==> src/design/ilt_ram.sv <==
`timescale 1ns / 1ps
// ilt_ram: generic RAM, one write port, two registered read ports.
// Depends on nothing.
module ilt_ram #(
   parameter int WIDTH = 32,
   parameter int DEPTH = 64
) (
   input  logic                     clock,
   input  logic                     wr_en,
   input  logic [$clog2(DEPTH)-1:0] wr_addr,
   input  logic [WIDTH-1:0]         wr_data,
   input  logic [$clog2(DEPTH)-1:0] rd_addr_a,
   input  logic [$clog2(DEPTH)-1:0] rd_addr_b,
   output logic [WIDTH-1:0]         rd_data_a,
   output logic [WIDTH-1:0]         rd_data_b
);
   logic [WIDTH-1:0] mem_ff [DEPTH];

   always_ff @(posedge clock) begin
      if (wr_en) begin
         mem_ff[wr_addr] <= wr_data;
      end
      rd_data_a <= mem_ff[rd_addr_a];
      rd_data_b <= mem_ff[rd_addr_b];
   end
endmodule

==> config.mk <==
export PLATFORM = sky130hd
export DESIGN_NAME = ilt_ram
export DESIGN_NICKNAME = d
export VERILOG_FILES = /design/src/design/ilt_ram.sv
export SDC_FILE = /design/constraint.sdc
export NUM_CORES = 2
export LEC_CHECK = 0
export BUFFER_PORTS_ARGS = -buffer_cell sky130_fd_sc_hd__buf_2
export CORE_MARGIN = 3
export CORE_UTILIZATION = 55
export CTS_BUF_LIST = sky130_fd_sc_hd__clkbuf_8 sky130_fd_sc_hd__clkbuf_16
export DETAILED_ROUTE_END_ITERATION = 16
export GPL_ROUTABILITY_DRIVEN = 1
export GPL_TIMING_DRIVEN = 1
export PLACE_DENSITY_LB_ADDON = 0.2
export SLEW_MARGIN = 15
export SYNTH_ARGS = -nofsm -noshare
export SYNTH_HDL_FRONTEND = slang
export SYNTH_SLANG_ARGS = --single-unit
==> constraint.sdc <==
create_clock -name clock -period 4 [get_ports clock]
set_clock_uncertainty 0.1 [all_clocks]
set_input_delay 0.2 -clock clock [delete_from_list [all_inputs] [get_ports clock]]
set_output_delay 0.2 -clock clock [all_outputs]
set_load 0.005 [all_outputs]
==> metrics.txt <==
# TYPE chip_impl_metric gauge
chip_impl_info{name="run_status",value="finished, final reports clean"} 1
chip_impl_metric{name="postPlaceCellArea",unit="mm2"} 0.1007
chip_impl_metric{name="die_x",unit="um"} 423.0
chip_impl_metric{name="synth.yosys.seq_area_share",unit=""} 0.6563
chip_impl_metric{name="floorplan.rows",unit=""} 152
chip_impl_metric{name="clkPwrFrac",unit=""} 0.407
chip_impl_metric{name="ctsResizeCount",unit=""} 0
chip_impl_metric{name="tightestPinTransition",unit="ps"} 1210
chip_impl_metric{name="detailroute.via_count",unit=""} 52839
chip_impl_metric{name="netlist.area_leader.share",unit=""} 0.6429
chip_impl_metric{name="pwr_density_cell",unit="mW/mm2"} 447.5
chip_impl_metric{name="worst-endpoint-required",unit="ps"} 4620
chip_impl_metric{name="worst-path-max-fanout",unit=""} 2
chip_impl_metric{name="antenna_left",unit=""} 0
chip_impl_metric{name="fp.coreArea",unit="mm2"} 0.1723
chip_impl_metric{name="setup-violations-final",unit=""} 0
chip_impl_metric{name="syn_nets",unit=""} 4464
chip_impl_metric{name="report.final.slew_viol_count",unit=""} 0
chip_impl_metric{name="dp_cells",unit=""} 6729
chip_impl_metric{name="maxCapViolations",unit=""} 0
chip_impl_metric{name="timing.critical_path.arrival",unit="ps"} 3540
chip_impl_metric{name="leakage",unit="nW"} 34.24
chip_impl_metric{name="fillCellCount",unit=""} 11537
chip_impl_metric{name="fin_area",unit="mm2"} 0.1081
chip_impl_metric{name="clock_insertion_delay_at_the_later_pin_of_the_skew_report",unit="ps"} 860
chip_impl_metric{name="gpl.final_weighted_congestion",unit=""} 0.8442
chip_impl_metric{name="detail_route.first_pass.iterations",unit=""} 5
chip_impl_info{name="cpMaxStageDelayCell",value="dlygate4sd3_1"} 1
chip_impl_metric{name="max_stage_delay",unit="ps"} 570
chip_impl_info{name="min-delay-path-class",value="in -> reg"} 1
chip_impl_info{name="cp_cell_sequence",value="mux4_2 > mux4_2 > nand3b_1 > dlygate4sd3_1 > nand3_1 > dlygate4sd3_1"} 1
chip_impl_info{name="clock_tree_from_tritoncts",value="built"} 1
chip_impl_metric{name="remaining_drc_errors",unit=""} 0
chip_impl_metric{name="fraction_of_final_layout_cells_with_drive_strength_greater_than_1",unit=""} 0.3929
chip_impl_metric{name="mean_number_of_vias_per_cell",unit=""} 7.373
chip_impl_metric{name="synthDistinctLibCells",unit=""} 38
chip_impl_metric{name="grt_max_degree",unit=""} 78
chip_impl_metric{name="htree_levels",unit=""} 4
chip_impl_metric{name="grt_remaining_overflow",unit=""} 0
chip_impl_info{name="critical_path.top_delay_family",value="buffers and inverters"} 1
chip_impl_metric{name="initial_utilization",unit=""} 0.5552
chip_impl_metric{name="number_of_enable_flip_flop_cells_after_synthesis",unit=""} 2048
chip_impl_metric{name="fin_nets",unit=""} 4721
chip_impl_metric{name="setup_tns_final",unit="ps"} 0
chip_impl_metric{name="cts_max_path_buffers",unit=""} 3
chip_impl_metric{name="syn2layout_area_growth",unit="%"} 12.99
chip_impl_metric{name="clkSlewWorstSetupHoldPaths",unit="ps"} 70
chip_impl_info{name="grt_setup_unrepaired",value="no"} 1
chip_impl_metric{name="clock-sinks",unit=""} 2112
chip_impl_metric{name="globalRouteTotalUtil",unit=""} 0.3266
chip_impl_metric{name="netlist_area",unit="mm2"} 0.09566
chip_impl_metric{name="postRouteWirelength",unit="um"} 289200
chip_impl_metric{name="fmax",unit="MHz"} 342.7
chip_impl_metric{name="post_synth_inst_count",unit=""} 4412
chip_impl_metric{name="synth_seq_cells",unit=""} 2112
chip_impl_metric{name="period_minus_slack",unit="ps"} 2918
chip_impl_metric{name="power.share.sequential",unit=""} 0.510
chip_impl_metric{name="detail_route.wl_per_cell",unit="um"} 40.35
chip_impl_metric{name="postCtsHoldBufs",unit=""} 22
chip_impl_metric{name="inserted_clock_buffers",unit=""} 209
chip_impl_metric{name="net-switching-power",unit="W"} 0.01085
chip_impl_metric{name="synthArstFlopShare",unit=""} 0
chip_impl_info{name="clock_tree.root_cell",value="clkbuf_16"} 1
chip_impl_metric{name="timing_hold_violations_final",unit=""} 0
chip_impl_metric{name="yosys_warns",unit=""} 0
chip_impl_metric{name="die_area",unit="mm2"} 0.1790
chip_impl_metric{name="dpl.hpwl",unit="um"} 166500
chip_impl_metric{name="worst-path-buf-inv",unit=""} 2
chip_impl_metric{name="average_instance_area_after_synthesis",unit="um2"} 21.68
chip_impl_metric{name="relSlewSlack",unit=""} 0.1934
chip_impl_metric{name="intPower",unit="W"} 0.03752
chip_impl_info{name="timing.critical_path.to_type",value="flop"} 1
chip_impl_metric{name="ir_drop",unit="mV"} 0.4501
chip_impl_metric{name="overall_die_height",unit="um"} 423.0
chip_impl_metric{name="port_buffers",unit=""} 115
chip_impl_metric{name="grt_first_pass_wirelength",unit="um"} 406200
chip_impl_metric{name="grt_pass1_vias",unit=""} 52728
chip_impl_metric{name="netSwitchingFraction",unit=""} 0.2243
chip_impl_metric{name="grt_antenna_before_repair",unit=""} 18
chip_impl_metric{name="final-instance-count-excl-fill",unit=""} 7167
chip_impl_info{name="primary_ff_master_synth",value="edfxtp_1"} 1
chip_impl_info{name="synth_top_cells_by_area",value="edfxtp_1 (64%), mux4_2 (26%), mux2i_1 (2.1%)"} 1
chip_impl_info{name="library_cell_occupying_the_most_area_in_the_post_synthesis_netlist",value="edfxtp_1"} 1
chip_impl_info{name="critical_path.startpoint_type",value="flop"} 1
chip_impl_metric{name="logic_pwr_share",unit=""} 0.083
chip_impl_info{name="crit_path_kind",value="reg -> reg"} 1
chip_impl_metric{name="postCtsSetupBuffers",unit=""} 0
chip_impl_metric{name="portion_of_the_clock_cycle_consumed_by_the_worst_path_in_the_final_layout",unit=""} 0.7295
chip_impl_metric{name="dr.first_iter.drc_count",unit=""} 8269
chip_impl_metric{name="num_io_pins",unit=""} 116
registers in the layout (all words and copies together), names as in the netlist:
name       count
rd_data_b     32
rd_data_a     32
mem_ff      2048
synth_stat cells (25+ instances only):
library cell	number
nor2_1	94
buf_2	121
mux4_2	1124
o211ai_1	27
o21ai_1	31
buf_4	55
clkbuf_1	135
buf_1	25
mux2i_1	204
dfxtp_1	64
a21oi_1	58
nand2_1	93
a22oi_1	85
mux2_2	36
edfxtp_1	2048
o22ai_1	56
layer usage:
layer	share of wire	routed length, um	GRT usage	vias up
met1	0.36	103400	0.4612	28336
li1	-	-	-	20059
met3	0.14	40710	0.1019	632
met4	0.041	11760	0.1190	8
met5	0.00018	51	0	-
met2	0.46	133200	0.4870	3804
path summary, 6_finish.rpt:
check | from | endpoint | slack, ps | cells after the start
max | mem_ff[26][6] | rd_data_a[6] | 1080 | 6
min | wr_data[12] | mem_ff[57][12] | 60 | 1
max reg2reg | mem_ff[26][6] | rd_data_a[6] | 1080 | 6
min reg2reg | mem_ff[16][5] | rd_data_a[5] | 830 | 5
power by group through the flow:
| stage | Clock [W] | Sequential, W | Combinational, W |
|---|---|---|---|
| final | 0.0197 | 0.0247 | 0.00402 |
| after floorplan | 0 | 0.0250 | 0.00235 |
| after detailed placement | 0 | 0.0251 | 0.00392 |
| after global placement | 0 | 0.0251 | 0.00389 |
| after global routing | 0.0209 | 0.0247 | 0.00421 |
| after CTS | 0.0199 | 0.0247 | 0.00395 |
placed cells by master (no fill, tap or decap), types with 36 or more instances in the layout:
cell type  instances
clkinv_1          38
a21oi_1           58
clkbuf_16        211
o22ai_1           56
buf_2             95
a22oi_1           85
buf_4            175
mux4_2          1124
dfxtp_1           64
nor2_4            63
edfxtp_1        2048
buf_12            80
nand2_1           92
inv_1             40
clkinv_2          42
mux2i_1          204
mux2_2            36
logic make-up (layout without fill, tap and decap cells):
| logic type | after synthesis | in the layout | synth area share |
|---|---|---|---|
| flops | 2112 | 2112 | 0.6563 |
| simple gates | 248 | 248 | 0.01133 |
| other cells | 0 | 13 | 0 |
| mux | 1364 | 1364 | 0.2902 |
| buf+inv | 348 | 780 | 0.01826 |
| compound gates | 340 | 340 | 0.02392 |
through the flow:
stage | worst slack (ps) | total power [W] | hold WS [ps] | util
after floorplan | 509.2 | 0.02739 | 198.9 | -
final | 1082 | 0.04837 | 56.64 | 0.6273
after global routing | 1033 | 0.04975 | 52.00 | 0.6272
after global placement | 565.9 | 0.02903 | 481.0 | 0.5846
after detailed placement | 561.2 | 0.02907 | 479.9 | 0.5846
after CTS | 1116 | 0.04851 | 3.921 | 0.6257
worst register-to-register path: stages, from the launching register on:
cell and delay, ps:
edfxtp_1 400, mux4_2 470, mux4_2 540, nand3b_1 110, dlygate4sd3_1 550, nand3_1 70
dlygate4sd3_1 570
cell type report:
type                    count  area, um2  share of cell area
diodes                     13      32.53           0.0003010
multi-input cells        1952      31650              0.2928
inverters                   1      3.754          0.00003473
repair buffers            393       3870             0.03581
flip-flops and latches   2112      62780              0.5808
clock inverters           167       1471             0.01361
clock buffers             219       5390             0.04987
well taps                2310       2890             0.02674
(Power assumes the default switching activity.)
