--- src/design/ilt_pkg.sv ---
`timescale 1ns / 1ps
// ilt_pkg: types, constants, helpers and the microcode table of the
// iterative linear triangulation block. Depends on nothing.
package ilt_pkg;

   localparam int MAX_ITERATIONS = 10;
   localparam int ITER_W = $clog2(MAX_ITERATIONS + 1);
   localparam int OUT_ITER_W = 4;
   localparam int OUT_ITER_MAX = 15;

   localparam int DATA_W = 32;
   localparam int FRAC_W = 16;
   localparam int ACC_W = 50;
   localparam int PROD_W = 2 * DATA_W;
   localparam int QUO_W = DATA_W + FRAC_W;
   localparam int DIV_CNT_W = $clog2(QUO_W);

   localparam int THR_W = 17;
   localparam logic [THR_W-1:0] THR_RESET = 17'd7;

   localparam logic OPER_LOAD = 1'b0;
   localparam logic OPER_POINT = 1'b1;
   localparam int MAT_ROWS = 3;

   // register file layout
   localparam int CAM_ENTRIES = 24;
   localparam int CAM_STRIDE = 12;
   localparam int CLR_W = $clog2(CAM_ENTRIES);
   localparam int RF_CAM = 0;
   localparam int RF_RAW = 24;
   localparam int RF_A = 40;
   localparam int RF_M = 56;
   localparam int RF_RHS = 65;
   localparam int RF_X = 68;
   localparam int RF_W0 = 71;
   localparam int RF_W1 = 72;
   localparam int RF_N0 = 73;
   localparam int RF_N1 = 74;
   localparam int RF_TMP = 75;
   localparam int RF_FAC = 76;
   localparam int RF_DEPTH = 77;
   localparam int RF_ADDR_W = $clog2(RF_DEPTH);

   localparam int UCODE_DEPTH = 512;
   localparam int PC_W = $clog2(UCODE_DEPTH);
   localparam int FIN_PC = 0;
   localparam int PROG_START = 4;

   typedef logic [RF_ADDR_W-1:0] rf_addr_type;
   typedef logic [PC_W-1:0] pc_type;

   typedef enum logic [4:0] {
      OP_CLR,   // acc = 0
      OP_LDI,   // acc = 1.0
      OP_LDA,   // acc = rf[a]
      OP_ADD,   // acc += rf[a]
      OP_SUB,   // acc -= rf[a]
      OP_MAC,   // acc += rf[a] * rf[b]
      OP_MSC,   // acc -= rf[a] * rf[b]
      OP_MACC,  // acc += coord[a] * rf[b]
      OP_DIV,   // acc = rf[a] / rf[b]
      OP_ST,    // rf[a] = sat(acc)
      OP_PIVZ,  // rf[a] == 0: degenerate, finish
      OP_CHK,   // flag = |acc| <= threshold
      OP_CHKJ,  // flag and |acc| <= threshold: finish
      OP_JIT,   // pass limit reached: finish
      OP_STEP,  // count one pass
      OP_JMP,   // pc = target
      OP_OUT,   // result[b] = rf[a]
      OP_DONE   // hand the result over
   } op_type;

   typedef enum logic [2:0] {
      ST_CLEAR,
      ST_IDLE,
      ST_FETCH,
      ST_EXEC,
      ST_MULACC,
      ST_DIVWAIT
   } state_type;

   typedef struct packed {
      op_type      op;
      rf_addr_type a;
      rf_addr_type b;
      pc_type      target;
   } ucode_word_type;

   typedef ucode_word_type [UCODE_DEPTH-1:0] ucode_rom_type;

   function automatic logic signed [DATA_W-1:0] sat_data(logic signed [ACC_W-1:0] v);
      logic signed [DATA_W-1:0] r;
      if (v[ACC_W-1:DATA_W-1] == {(ACC_W-DATA_W+1){v[ACC_W-1]}}) begin
         r = v[DATA_W-1:0];
      end else if (v[ACC_W-1]) begin
         r = {1'b1, {(DATA_W-1){1'b0}}};
      end else begin
         r = {1'b0, {(DATA_W-1){1'b1}}};
      end
      return r;
   endfunction

   function automatic ucode_word_type mk(op_type op, int a, int b, int t);
      ucode_word_type w;
      w.op = op;
      w.a = RF_ADDR_W'(a);
      w.b = RF_ADDR_W'(b);
      w.target = PC_W'(t);
      return w;
   endfunction

   function automatic ucode_rom_type build_ucode();
      ucode_rom_type rom;
      int pc;
      int row;
      int base;
      int solve_pc;
      for (int n = 0; n < UCODE_DEPTH; n++) rom[n] = mk(OP_DONE, 0, 0, 0);
      // finish sequence
      rom[0] = mk(OP_OUT, RF_X, 0, 0);
      rom[1] = mk(OP_OUT, RF_X + 1, 1, 0);
      rom[2] = mk(OP_OUT, RF_X + 2, 2, 0);
      rom[3] = mk(OP_DONE, 0, 0, 0);
      pc = PROG_START;
      rom[pc] = mk(OP_LDI, 0, 0, 0); pc++;
      rom[pc] = mk(OP_ST, RF_W0, 0, 0); pc++;
      rom[pc] = mk(OP_ST, RF_W1, 0, 0); pc++;
      // rows of the linear system
      for (int v = 0; v < 2; v++) begin
         for (int r = 0; r < 2; r++) begin
            row = v * 2 + r;
            base = RF_CAM + v * CAM_STRIDE;
            for (int j = 0; j < 4; j++) begin
               rom[pc] = mk(OP_CLR, 0, 0, 0); pc++;
               rom[pc] = mk(OP_MACC, row, base + 8 + j, 0); pc++;
               rom[pc] = mk(OP_SUB, base + r * 4 + j, 0, 0); pc++;
               if (j < 3) begin
                  rom[pc] = mk(OP_ST, RF_RAW + row * 4 + j, 0, 0); pc++;
               end else begin
                  rom[pc] = mk(OP_ST, RF_TMP, 0, 0); pc++;
                  rom[pc] = mk(OP_CLR, 0, 0, 0); pc++;
                  rom[pc] = mk(OP_SUB, RF_TMP, 0, 0); pc++;
                  rom[pc] = mk(OP_ST, RF_RAW + row * 4 + j, 0, 0); pc++;
               end
            end
         end
      end
      solve_pc = pc;
      // weighting
      for (int r = 0; r < 4; r++) begin
         for (int j = 0; j < 4; j++) begin
            rom[pc] = mk(OP_DIV, RF_RAW + r * 4 + j, (r < 2) ? RF_W0 : RF_W1, 0); pc++;
            rom[pc] = mk(OP_ST, RF_A + r * 4 + j, 0, 0); pc++;
         end
      end
      // normal equations
      for (int j = 0; j < 3; j++) begin
         for (int l = 0; l < 4; l++) begin
            rom[pc] = mk(OP_CLR, 0, 0, 0); pc++;
            for (int r = 0; r < 4; r++) begin
               rom[pc] = mk(OP_MAC, RF_A + r * 4 + j, RF_A + r * 4 + l, 0); pc++;
            end
            rom[pc] = mk(OP_ST, (l < 3) ? RF_M + j * 3 + l : RF_RHS + j, 0, 0); pc++;
         end
      end
      // forward elimination
      for (int k = 0; k < 3; k++) begin
         rom[pc] = mk(OP_PIVZ, RF_M + k * 3 + k, 0, 0); pc++;
         for (int i = k + 1; i < 3; i++) begin
            rom[pc] = mk(OP_DIV, RF_M + i * 3 + k, RF_M + k * 3 + k, 0); pc++;
            rom[pc] = mk(OP_ST, RF_FAC, 0, 0); pc++;
            for (int j = k; j < 3; j++) begin
               rom[pc] = mk(OP_LDA, RF_M + i * 3 + j, 0, 0); pc++;
               rom[pc] = mk(OP_MSC, RF_FAC, RF_M + k * 3 + j, 0); pc++;
               rom[pc] = mk(OP_ST, RF_M + i * 3 + j, 0, 0); pc++;
            end
            rom[pc] = mk(OP_LDA, RF_RHS + i, 0, 0); pc++;
            rom[pc] = mk(OP_MSC, RF_FAC, RF_RHS + k, 0); pc++;
            rom[pc] = mk(OP_ST, RF_RHS + i, 0, 0); pc++;
         end
      end
      // back substitution
      for (int k = 2; k >= 0; k--) begin
         rom[pc] = mk(OP_LDA, RF_RHS + k, 0, 0); pc++;
         for (int j = k + 1; j < 3; j++) begin
            rom[pc] = mk(OP_MSC, RF_M + k * 3 + j, RF_X + j, 0); pc++;
         end
         rom[pc] = mk(OP_ST, RF_TMP, 0, 0); pc++;
         rom[pc] = mk(OP_DIV, RF_TMP, RF_M + k * 3 + k, 0); pc++;
         rom[pc] = mk(OP_ST, RF_X + k, 0, 0); pc++;
      end
      // reweighting pass
      rom[pc] = mk(OP_JIT, 0, 0, 0); pc++;
      for (int v = 0; v < 2; v++) begin
         base = RF_CAM + v * CAM_STRIDE;
         rom[pc] = mk(OP_CLR, 0, 0, 0); pc++;
         rom[pc] = mk(OP_MAC, base + 8, RF_X, 0); pc++;
         rom[pc] = mk(OP_MAC, base + 9, RF_X + 1, 0); pc++;
         rom[pc] = mk(OP_MAC, base + 10, RF_X + 2, 0); pc++;
         rom[pc] = mk(OP_ADD, base + 11, 0, 0); pc++;
         rom[pc] = mk(OP_ST, RF_N0 + v, 0, 0); pc++;
      end
      rom[pc] = mk(OP_LDA, RF_W0, 0, 0); pc++;
      rom[pc] = mk(OP_SUB, RF_N0, 0, 0); pc++;
      rom[pc] = mk(OP_CHK, 0, 0, 0); pc++;
      rom[pc] = mk(OP_LDA, RF_W1, 0, 0); pc++;
      rom[pc] = mk(OP_SUB, RF_N1, 0, 0); pc++;
      rom[pc] = mk(OP_CHKJ, 0, 0, 0); pc++;
      rom[pc] = mk(OP_PIVZ, RF_N0, 0, 0); pc++;
      rom[pc] = mk(OP_PIVZ, RF_N1, 0, 0); pc++;
      rom[pc] = mk(OP_LDA, RF_N0, 0, 0); pc++;
      rom[pc] = mk(OP_ST, RF_W0, 0, 0); pc++;
      rom[pc] = mk(OP_LDA, RF_N1, 0, 0); pc++;
      rom[pc] = mk(OP_ST, RF_W1, 0, 0); pc++;
      rom[pc] = mk(OP_STEP, 0, 0, 0); pc++;
      rom[pc] = mk(OP_JMP, 0, 0, solve_pc); pc++;
      return rom;
   endfunction

   localparam ucode_rom_type UCODE = build_ucode();

endpackage

--- src/design/ilt_div.sv ---
`timescale 1ns / 1ps
// ilt_div: iterative Q16.16 divider, one quotient bit per cycle, truncating.
// Depends on ilt_pkg.
module ilt_div (
   input  logic                               clock,
   input  logic                               reset,
   input  logic                               start,
   input  logic signed [ilt_pkg::DATA_W-1:0]  numer,
   input  logic signed [ilt_pkg::DATA_W-1:0]  denom,
   output logic                               done,
   output logic signed [ilt_pkg::QUO_W:0]     quotient
);
   localparam int DW = ilt_pkg::DATA_W;
   localparam int QW = ilt_pkg::QUO_W;
   localparam int CW = ilt_pkg::DIV_CNT_W;

   logic          busy_ff, busy_in;
   logic          done_ff, done_in;
   logic [CW-1:0] cnt_ff, cnt_in;
   logic [DW-1:0] rem_ff, rem_in;
   logic [QW-1:0] quo_ff, quo_in;
   logic [DW-1:0] den_ff, den_in;
   logic          neg_ff, neg_in;
   logic [DW:0]   rem_sh;
   logic [DW:0]   rem_diff;
   logic          fits;
   logic [DW-1:0] mag_n, mag_d;

   assign mag_n = numer[DW-1] ? DW'(-numer) : DW'(numer);
   assign mag_d = denom[DW-1] ? DW'(-denom) : DW'(denom);
   assign rem_sh = {rem_ff, quo_ff[QW-1]};
   assign rem_diff = rem_sh - {1'b0, den_ff};
   assign fits = rem_sh >= {1'b0, den_ff};

   always_comb begin
      busy_in = busy_ff;
      done_in = 1'b0;
      cnt_in = cnt_ff;
      rem_in = rem_ff;
      quo_in = quo_ff;
      den_in = den_ff;
      neg_in = neg_ff;
      if (start) begin
         busy_in = 1'b1;
         cnt_in = '0;
         rem_in = '0;
         quo_in = {mag_n, {ilt_pkg::FRAC_W{1'b0}}};
         den_in = mag_d;
         neg_in = numer[DW-1] ^ denom[DW-1];
      end else if (busy_ff) begin
         rem_in = fits ? rem_diff[DW-1:0] : rem_sh[DW-1:0];
         quo_in = {quo_ff[QW-2:0], fits};
         cnt_in = cnt_ff + CW'(1);
         if (cnt_ff == CW'(QW - 1)) begin
            busy_in = 1'b0;
            done_in = 1'b1;
         end
      end
   end

   always_ff @(posedge clock) begin
      if (reset) begin
         busy_ff <= 1'b0;
         done_ff <= 1'b0;
         cnt_ff <= '0;
      end else begin
         busy_ff <= busy_in;
         done_ff <= done_in;
         cnt_ff <= cnt_in;
      end
   end

   always_ff @(posedge clock) begin
      rem_ff <= rem_in;
      quo_ff <= quo_in;
      den_ff <= den_in;
      neg_ff <= neg_in;
   end

   assign done = done_ff;
   assign quotient = neg_ff ? -$signed({1'b0, quo_ff}) : $signed({1'b0, quo_ff});
endmodule

--- config.mk ---
export PLATFORM = sky130hd
export DESIGN_NAME = ilt_div
export DESIGN_NICKNAME = d
export VERILOG_FILES = /design/src/design/ilt_pkg.sv /design/src/design/ilt_div.sv
export SDC_FILE = /design/constraint.sdc
export NUM_CORES = 1
export LEC_CHECK = 0
export BUFFER_PORTS_ARGS = -buffer_cell sky130_fd_sc_hd__buf_2
export CAP_MARGIN = 15
export CORE_MARGIN = 2
export CORE_UTILIZATION = 50
export CTS_CLUSTER_DIAMETER = 30
export DETAILED_ROUTE_END_ITERATION = 8
export PLACE_DENSITY = 0.73
export SYNTH_ARGS = -nofsm -noshare
export SYNTH_HDL_FRONTEND = slang
export SYNTH_SLANG_ARGS = --single-unit
export TNS_END_PERCENT = 50
--- constraint.sdc ---
create_clock -name clock -period 3.1 [get_ports clock]
set_input_delay 0.465 -clock clock [delete_from_list [all_inputs] [get_ports clock]]
set_output_delay 0.465 -clock clock [all_outputs]
set_load 0.005 [all_outputs]
==> results list, run 1 <==
- For this design, the CTS-stage hold fixing added 0 buffers.
* Delay of the slowest cell on the worst path: ~530 ps
* Average vias per placed instance: between 5 and 6
* Setup Crit Path Kind: reg -> out
- The hold violation count in the final report is 0.
- Hold timing on the final database bottoms out at a slack of around 210 ps.
- Total area of multi-input combinational cells: ~5600 sq um
- sky130_fd_sc_hd__xnor2_1 is the most common cell in the netlist.
* Routed len/inst: about 16 um
* Crit path DAT: around 3300 ps
* List of most frequent post-synthesis cells: sky130_fd_sc_hd__xnor2_1, sky130_fd_sc_hd__nand2_1, sky130_fd_sc_hd__nor2_1
- Synthesized net count: 1084
- Critical path cell sequence: or4_4 > or3_4 > or3_4 > or4_4 > or2_4 > o31ai_4 > xnor2_1 > buf_2
- VDD sags by at most between 0.4 and 0.5 mV.
* Endpoint kind of the worst setup timing path: output pin
- The sequential cells in the finished layout cover a total of around 3100 sq um.
- The synthesized design devotes to its leading area cell type between 20 and 25% of total area.
- Final global-route overflow total: 0
- Total CTS buffers: 17
* Clock network latency to the later pin of the worst-skew pair: roughly 420 ps
- Synthesis produced a netlist whose cell count is 980.
- Async set-reset flop share out of synthesis: 0%
- TritonCTS built the clock tree.
- The number of placed instances, taps included, is about 1400.
- Net count reported at finish: 1267
- Largest cells by area after synthesis: sky130_fd_sc_hd__edfxtp_1, sky130_fd_sc_hd__dfxtp_1, sky130_fd_sc_hd__xnor2_1
- Outcome: finished with violations
- Area growth from synthesis to layout: 26.65%
- Detailed placement ended at an HPWL of ~15 mm.
* Final cell utilization of the core: between 60 and 70%
- DRC: 0
- Die W: 136.3 um
- Measured along the y axis, the die boundary spans 136.3 um.
- The number of global-route vias before repair was roughly 7100.
- Port Buffers: ~120
- Depth of the CTS H-tree: 4
- Least-Margin Pin Slew: roughly 900 ps
- After clock tree synthesis, the clock-pin slew on the worst setup and hold paths is 50 ps.
- The initial utilization of the core area, before any placement, comes to 50.79%.
- In the final layout, the share of cells above drive strength 1 is ~27%.
- Launching element type of the critical path: register
- For this design, the sink count on the clock tree is 121.
* Via count of the routed design: ~8000
* Total Negative Setup Slacks: -13150 ps
* Number of enable flip-flop cells after synthesis: 65
* Core Rows: 48
- The clock passes through at most 2 buffers.
- For this block, the routed nets add up to approximately 22 mm of wire.
- The most used flip-flop cell after synthesis is sky130_fd_sc_hd__edfxtp_1.
- In this run, the number of DRC markers left after iteration 0 of detailed routing was 568.
- Post-synth cell types: 74
- Data on the critical path is required at its endpoint by roughly 2600 ps.
- In this run the clock root is driven by a sky130_fd_sc_hd__clkbuf_16.
- Final critical path time including I/O delays and setup: roughly 3800 ps
* Post-route clock period utilization: 122.2%
- Class of the worst hold path: in -> reg
- Core area: between 15000 and 20000 sq um
* Leak: around 4.5 nW
- Once detail routing completed, the nets flagged for antenna violations numbered 0.
* Total of max-cap violations: 0
- PnR Total Power: 5.440 mW
* I/O Pins: 117
- In this run the power density over the cells is approximately 500 nW/um^2.
* Pins over their slew limit: 0
- The repair_antennas step left the layout with diodes totalling 0.
- Cell taking the most area after synthesis: sky130_fd_sc_hd__edfxtp_1
- Yosys warning count: 0
- First-pass GRT wire length: between 30 and 40 mm
* Number of antenna violations at the first check in global routing: 0
* Maximum frequency from static timing analysis: between 0.2 and 0.3 GHz
- Setup Viol. Count Final: 26
- Number of inserted filler cells in the final layout: around 1400
* Synthesized area: between 8000 and 9000 sq um
- Violated checks: setup timing
- Once routing completed, OpenROAD measured the worst setup slack at -687.9 ps.
- Headroom to the max-slew limit came out at between 40% and 50%.
- For this run, the total global-route usage over all layers was measured as between 20% and 30%.
* Cell with the largest stage delay on the worst path: sky130_fd_sc_hd__or4_4
- Synthesized area divided by synthesized cell count: about 8.9 sq um
- The synthesized design contains 121 register bits.
* Unrepaired setup endpoints after global routing: yes
- For this run, the register share of the synthesized area comes to roughly a third.
- Before antenna repair, the detailed router went through 5 iterations.
* Placer Congestion: 0.9099
- After the flow finishes, the layout carries non-filler instances totaling ~1400.
- Die area: approximately 19000 sq um
* Final Skew: approximately 5.7 ps
- Largest net degree at the start of global routing: about 80
- In this run the worst path has a maximum fanout of 5.
[metrics by stage]
step,instance area [sq um],worst slack (ps)
5_1_grt,11090,-792.1
2_1_floorplan,8770,-89.29
4_1_cts,10920,-656.6
3_3_place_gp,10160,-277.9
6_report,11090,-687.9
3_5_place_dp,10160,-320.9
[cells by family (layout without fill, tap and decap cells)]
| logic type | count (synthesis) | count (layout) | synth area share (%) |
|---|---|---|---|
| adder cells (fa/ha/maj) | 37 | 37 | 5.374 |
| flip-flops | 121 | 121 | 35.10 |
| AO/OA/AOI/OAI | 261 | 261 | 21.05 |
| buffers and inverters | 99 | 295 | 4.402 |
| multiplexers | 31 | 31 | 3.616 |
| AND/OR/NAND/NOR | 304 | 304 | 17.75 |
| XOR/XNOR | 127 | 127 | 12.71 |
[layout make-up]
cell class	count	area share, %
multi-input combinational	760	50.12
sequential	121	27.76
timing repair buffer	214	12.19
clock buffer	26	5.371
inverter	49	1.659
clock inverter	6	0.3611
tap	225	2.539
[registers in the layout (all words and copies together), names as in the netlist]
register	flops
quo_ff	48
den_ff	32
rem_ff	32
cnt_ff	6
busy_ff	1
done	1
neg_ff	1
[power breakdown]
group	leakage [nW]	total (mW)	switching (mW)	internal, mW
clock	0.319	2.04	0.713	1.33
combinational	3.08	1.44	0.756	0.680
sequential	1.12	1.96	0.121	1.84
[cells in the final DEF (no fill, tap or decap), types with 18 or more instances in the layout]
cell type,instances
sky130_fd_sc_hd__a22o_1,30
sky130_fd_sc_hd__inv_1,49
sky130_fd_sc_hd__edfxtp_1,65
sky130_fd_sc_hd__nor2_1,81
sky130_fd_sc_hd__o21ai_0,47
sky130_fd_sc_hd__clkbuf_16,22
sky130_fd_sc_hd__nand2_1,87
sky130_fd_sc_hd__a21oi_1,42
sky130_fd_sc_hd__ha_1,34
sky130_fd_sc_hd__a211oi_1,19
sky130_fd_sc_hd__dfxtp_1,52
sky130_fd_sc_hd__buf_4,95
sky130_fd_sc_hd__xnor2_1,114
sky130_fd_sc_hd__buf_2,115
sky130_fd_sc_hd__nor3_1,20
sky130_fd_sc_hd__mux2i_1,26
sky130_fd_sc_hd__or3_1,19
sky130_fd_sc_hd__o31ai_1,18
[worst max-delay path: cells and delay by family, from the launching register on]
family          cells  cell delay (ps)
compound gates      1              190
xor+xnor            1              160
buf+inv             1              170
flops               1              310
simple gates        5             2080
[routing by layer]
layer | track usage, % | wire, um
met5 | 0 | 0
met4 | 7.465 | 349
met3 | 4.437 | 1423
met2 | 37.52 | 9996
met1 | 31.65 | 10010
[repair_timing]
item	CTS	global route
setup endpoints to repair	25	53
pin swaps	9	11
setup buffers	2	4
resized for setup	24	30
[final timing paths]
path                            slack [ps]  depth (start not counted)            to        from
worst max register to register         120                         12     rem_ff[3]  den_ff[20]
worst min-delay path                   210                          2       busy_ff       reset
worst min register to register         490                          2    rem_ff[31]  rem_ff[31]
worst max-delay path                  -690                          8  quotient[39]  quo_ff[14]
Power figures use the tool's default switching activity.
==> inputs of run 2 (changes only) <==
--- a/config.mk
+++ b/config.mk
@@ -7,7 +7,6 @@
 export LEC_CHECK = 0
 export BUFFER_PORTS_ARGS = -buffer_cell sky130_fd_sc_hd__buf_2
 export CAP_MARGIN = 15
-export CORE_MARGIN = 2
 export CORE_UTILIZATION = 50
 export CTS_CLUSTER_DIAMETER = 30
 export DETAILED_ROUTE_END_ITERATION = 8
==> results list, run 2 (synthesis gave the netlist of run 1 again) <==
- Outcome: finished with violations (unchanged)
- Violated checks: setup timing (unchanged)
* Average vias per placed instance: 5.720 (was 5.723)
- Placer Congestion: 0.9152 (was 0.9099)
* Unrepaired setup endpoints after global routing: yes (unchanged)
* Reg2Reg Setup Slack: 160 ps (was 120 ps)
* Layout cells sized above 1: 26.27% (was 27.13%)
* Most used routing layer: met2 (unchanged)
- Starting density of the core: 50.97% (was 50.79%)
* Clock tree from TritonCTS: yes (unchanged)
- Reg2Reg Launch Point: den_ff[19] (was den_ff[20])
* GRT met1 Usage: 33.40% (was 31.65%)
* Register clock-pin slew on the reported worst setup and hold paths: 60 ps (was 50 ps)
- Die Ht: 134.3 um (was 136.3 um)
* Final-report hold violation count: 0 (unchanged)
- Post-route clock period utilization: 122.0% (was 122.2%)
- Final Skew: 11.40 ps (was 5.714 ps)
- The global route total overflow was 0 (unchanged).
* Crit path DAT: 3320 ps (about the same)
- The pin count of the biggest net entering global routing came to 81 (was 79).
* Setup Crit Path Kind: reg -> out (unchanged)
- Setup Viol. Count Final: 26 (unchanged)
- The post-detailed-route DRC marker count came to 0 (unchanged).
- The library cell contributing the largest single delay on the critical path is sky130_fd_sc_hd__or4_4 (unchanged).
* Aggregate global-route resource usage: 24.75% (was 23.32%)
* Required arrival time at the worst endpoint: 2630 ps (about the same)
- Number of flip-flops in the largest register: 48 (unchanged)
- Depth of the CTS H-tree: 4 (unchanged)
- The latest clock arrival within the worst-skew pair is 430 ps (was 420 ps).
- The worst-case hold path end point is busy_ff (unchanged).
* Ant diodes: 0 (unchanged)
- Largest Register: quo_ff (unchanged)
- GRT met3 Usage: 4.497% (was 4.437%)
- Final critical path time including I/O delays and setup: 3782 ps (was 3788 ps)
- The peak supply drop was 0.4570 mV (was 0.4181 mV).
- Total Negative Setup Slacks: -13240 ps (was -13150 ps)
- Register-to-Register Path Depth: 11 (was 12)
* Number of inserted filler cells in the final layout: 1416 (was 1383)
* Largest registers: quo_ff (48), den_ff (32), rem_ff (32) (unchanged)
- The share of the core filled with cells in the final layout came to 64.12% (was 64.33%).
* Largest driver fanout on the critical path: 5 (unchanged)
- Die area: 18040 sq um (was 18580 sq um)
- The startpoint of the tightest hold check path is reset (unchanged).
- The met2 usage came to 39.67% (was 37.52%).
- The commonest non-fill, non-tap cell in the layout is sky130_fd_sc_hd__buf_2 (unchanged).
* Cell count of the worst hold path: 2 (unchanged)
- Critical path cell sequence: or4_4 > or3_4 > or3_4 > or4_4 > or2_4 > o31ai_4 > xnor2_1 > buf_2 (unchanged).
* Post-route setup slack: -682.2 ps (was -687.9 ps)
* Violation count after the first detailed-route iteration: 576 (was 568)
* Half-perimeter wire length of the detailed placement result: 15.32 mm (was 15.43 mm)
- Net count reported at finish: 1271 (was 1267)
- The kind of capture point of the worst setup path was an output pin (unchanged).
- Commonest non-fill, non-tap cells in the layout: sky130_fd_sc_hd__buf_2, sky130_fd_sc_hd__xnor2_1, sky130_fd_sc_hd__buf_4 (unchanged).
- The max-capacitance violation count came to 0 (unchanged).
- Maximum frequency from static timing analysis: 0.2644 GHz (was 0.2640 GHz)
- The cell chosen for the clock root is sky130_fd_sc_hd__clkbuf_16 (unchanged).
* Number of antenna-violating nets in the routed design: 0 (unchanged)
- The floorplan core area came to 17180 sq um (was 17240 sq um).
- Delay of the slowest cell on the worst path: 530 ps (about the same)
- The clock sink count was 121 (unchanged).
* Class of the worst hold path: in -> reg (unchanged)
* Area growth from synthesis to layout: 25.80% (was 26.65%)
* Least-Margin Pin Slew: 800.1 ps (was 899.0 ps)
- The worst slew margin relative to its limit came to 46.66% (was 40.07%).
* Count of hold buffers inserted by post-cts repair: 0 (unchanged)
* Die W: 134.3 um (was 136.3 um)
* Launching element type of the critical path: register (unchanged)
* Total CTS buffers: 17 (unchanged)
* Leak: 4.509 nW (was 4.516 nW)
* Pwr per Cell Area: 490.8 nW/um^2 (was 490.6 nW/um^2)
- First-pass GRT wire length: 35.64 mm (was 34.73 mm)
- TritonRoute pass-1 iters: 5 (unchanged)
- The final wirelength is 22.02 mm (was 21.78 mm).
- The final max-slew violation count was 0 (unchanged).
* Core Rows: 48 (unchanged)
- The I/O pin total was 117 (unchanged).
- The number of port buffers was 116 (unchanged).
* Via count of the routed design: 8036 (was 8018)
- The endpoint of the worst register-to-register path was rem_ff[24] (was rem_ff[3]).
* Maximum root-to-sink buffer count: 2 (unchanged)
* Via count of the first global-routing pass: 7388 (was 7119)
- The initial antenna violation count is 0 (unchanged).
* Routed len/inst: 15.67 um (was 15.54 um)
[run 2: cell types whose count changed in the layout (fill, tap and decap cells not counted), moves of 2 or more]
cell	delta
sky130_fd_sc_hd__a211oi_1	+2
sky130_fd_sc_hd__a211oi_2	-2
sky130_fd_sc_hd__and3_1	+3
sky130_fd_sc_hd__and3_4	-2
sky130_fd_sc_hd__buf_4	+4
sky130_fd_sc_hd__clkbuf_16	-2
sky130_fd_sc_hd__clkbuf_8	-2
sky130_fd_sc_hd__ha_1	+2
sky130_fd_sc_hd__inv_4	+3
sky130_fd_sc_hd__inv_6	+2
sky130_fd_sc_hd__o21ai_1	+5
sky130_fd_sc_hd__o21ai_2	-5
sky130_fd_sc_hd__o31ai_1	+2
[run 2: worst max path at each step]
stage                           from           end  cells after the start
after global routing      quo_ff[37]  quotient[47]                      9
after global placement    quo_ff[14]  quotient[40]                      8
after detailed placement  quo_ff[14]  quotient[40]                      8
after floorplan           quo_ff[14]  quotient[40]                      8
after CTS                 quo_ff[14]  quotient[39]                      8
final                     quo_ff[14]  quotient[39]                      8
[run 2: area by class of cell]
class	count	area [sq um]	area share, %
Tap cell	225	281.5	2.556
Sequential cell	121	3078	27.95
Timing Repair Buffer	218	1381	12.54
Clock buffer	21	514.2	4.669
Clock inverter	11	97.59	0.8862
Inverter	49	183.9	1.670
Multi-Input combinational cell	760	5477	49.73
[run 2: layer usage]
layer / routed length [um] / vias up
li1: - / 3959
met1: 10190 / 3731
met2: 10110 / 302
met3: 1271 / 44
met4: 453 / 0
met5: 0 / -
[run 2: timing repair]
item                       in CTS  in global routing
buffers inserted               10                  1
resized for setup              26                  8
gates cloned                    0                  0
pin swaps                       9                 12
setup endpoints to repair      25                 48
[run 2: where the power goes]
group	switching, mW	internal [mW]	leakage (nW)
clock	0.752	1.27	0.311
sequential	0.114	1.84	1.12
combinational	0.750	0.674	3.08
total	1.62	3.79	4.51
[run 2: worst max-delay path, delay by kind of cell, from the launching register on]
family	cells	cell delay, ps
xor gates and xnor gates	1	180
DFF	1	310
AOI/OAI and AO/OA	1	210
buffers and inverters	1	150
and+or+nand+nor	5	2050
[run 2: metrics by stage]
step / cells / hold WS (ps) / cell area [sq um] / total power, mW / worst slack [ps]
after floorplan: 980 / 457.5 / 8770 / 2.839 / -89.29
after global placement: 1362 / 472.8 / 10150 / 3.309 / -272.8
after detailed placement: 1362 / 482.2 / 10150 / 3.333 / -291.3
after CTS: 1404 / 192.9 / 10970 / 5.399 / -652.1
after global routing: 1405 / 206.5 / 11010 / 5.652 / -760.6
final: 1405 / 204.4 / 11010 / 5.405 / -682.2
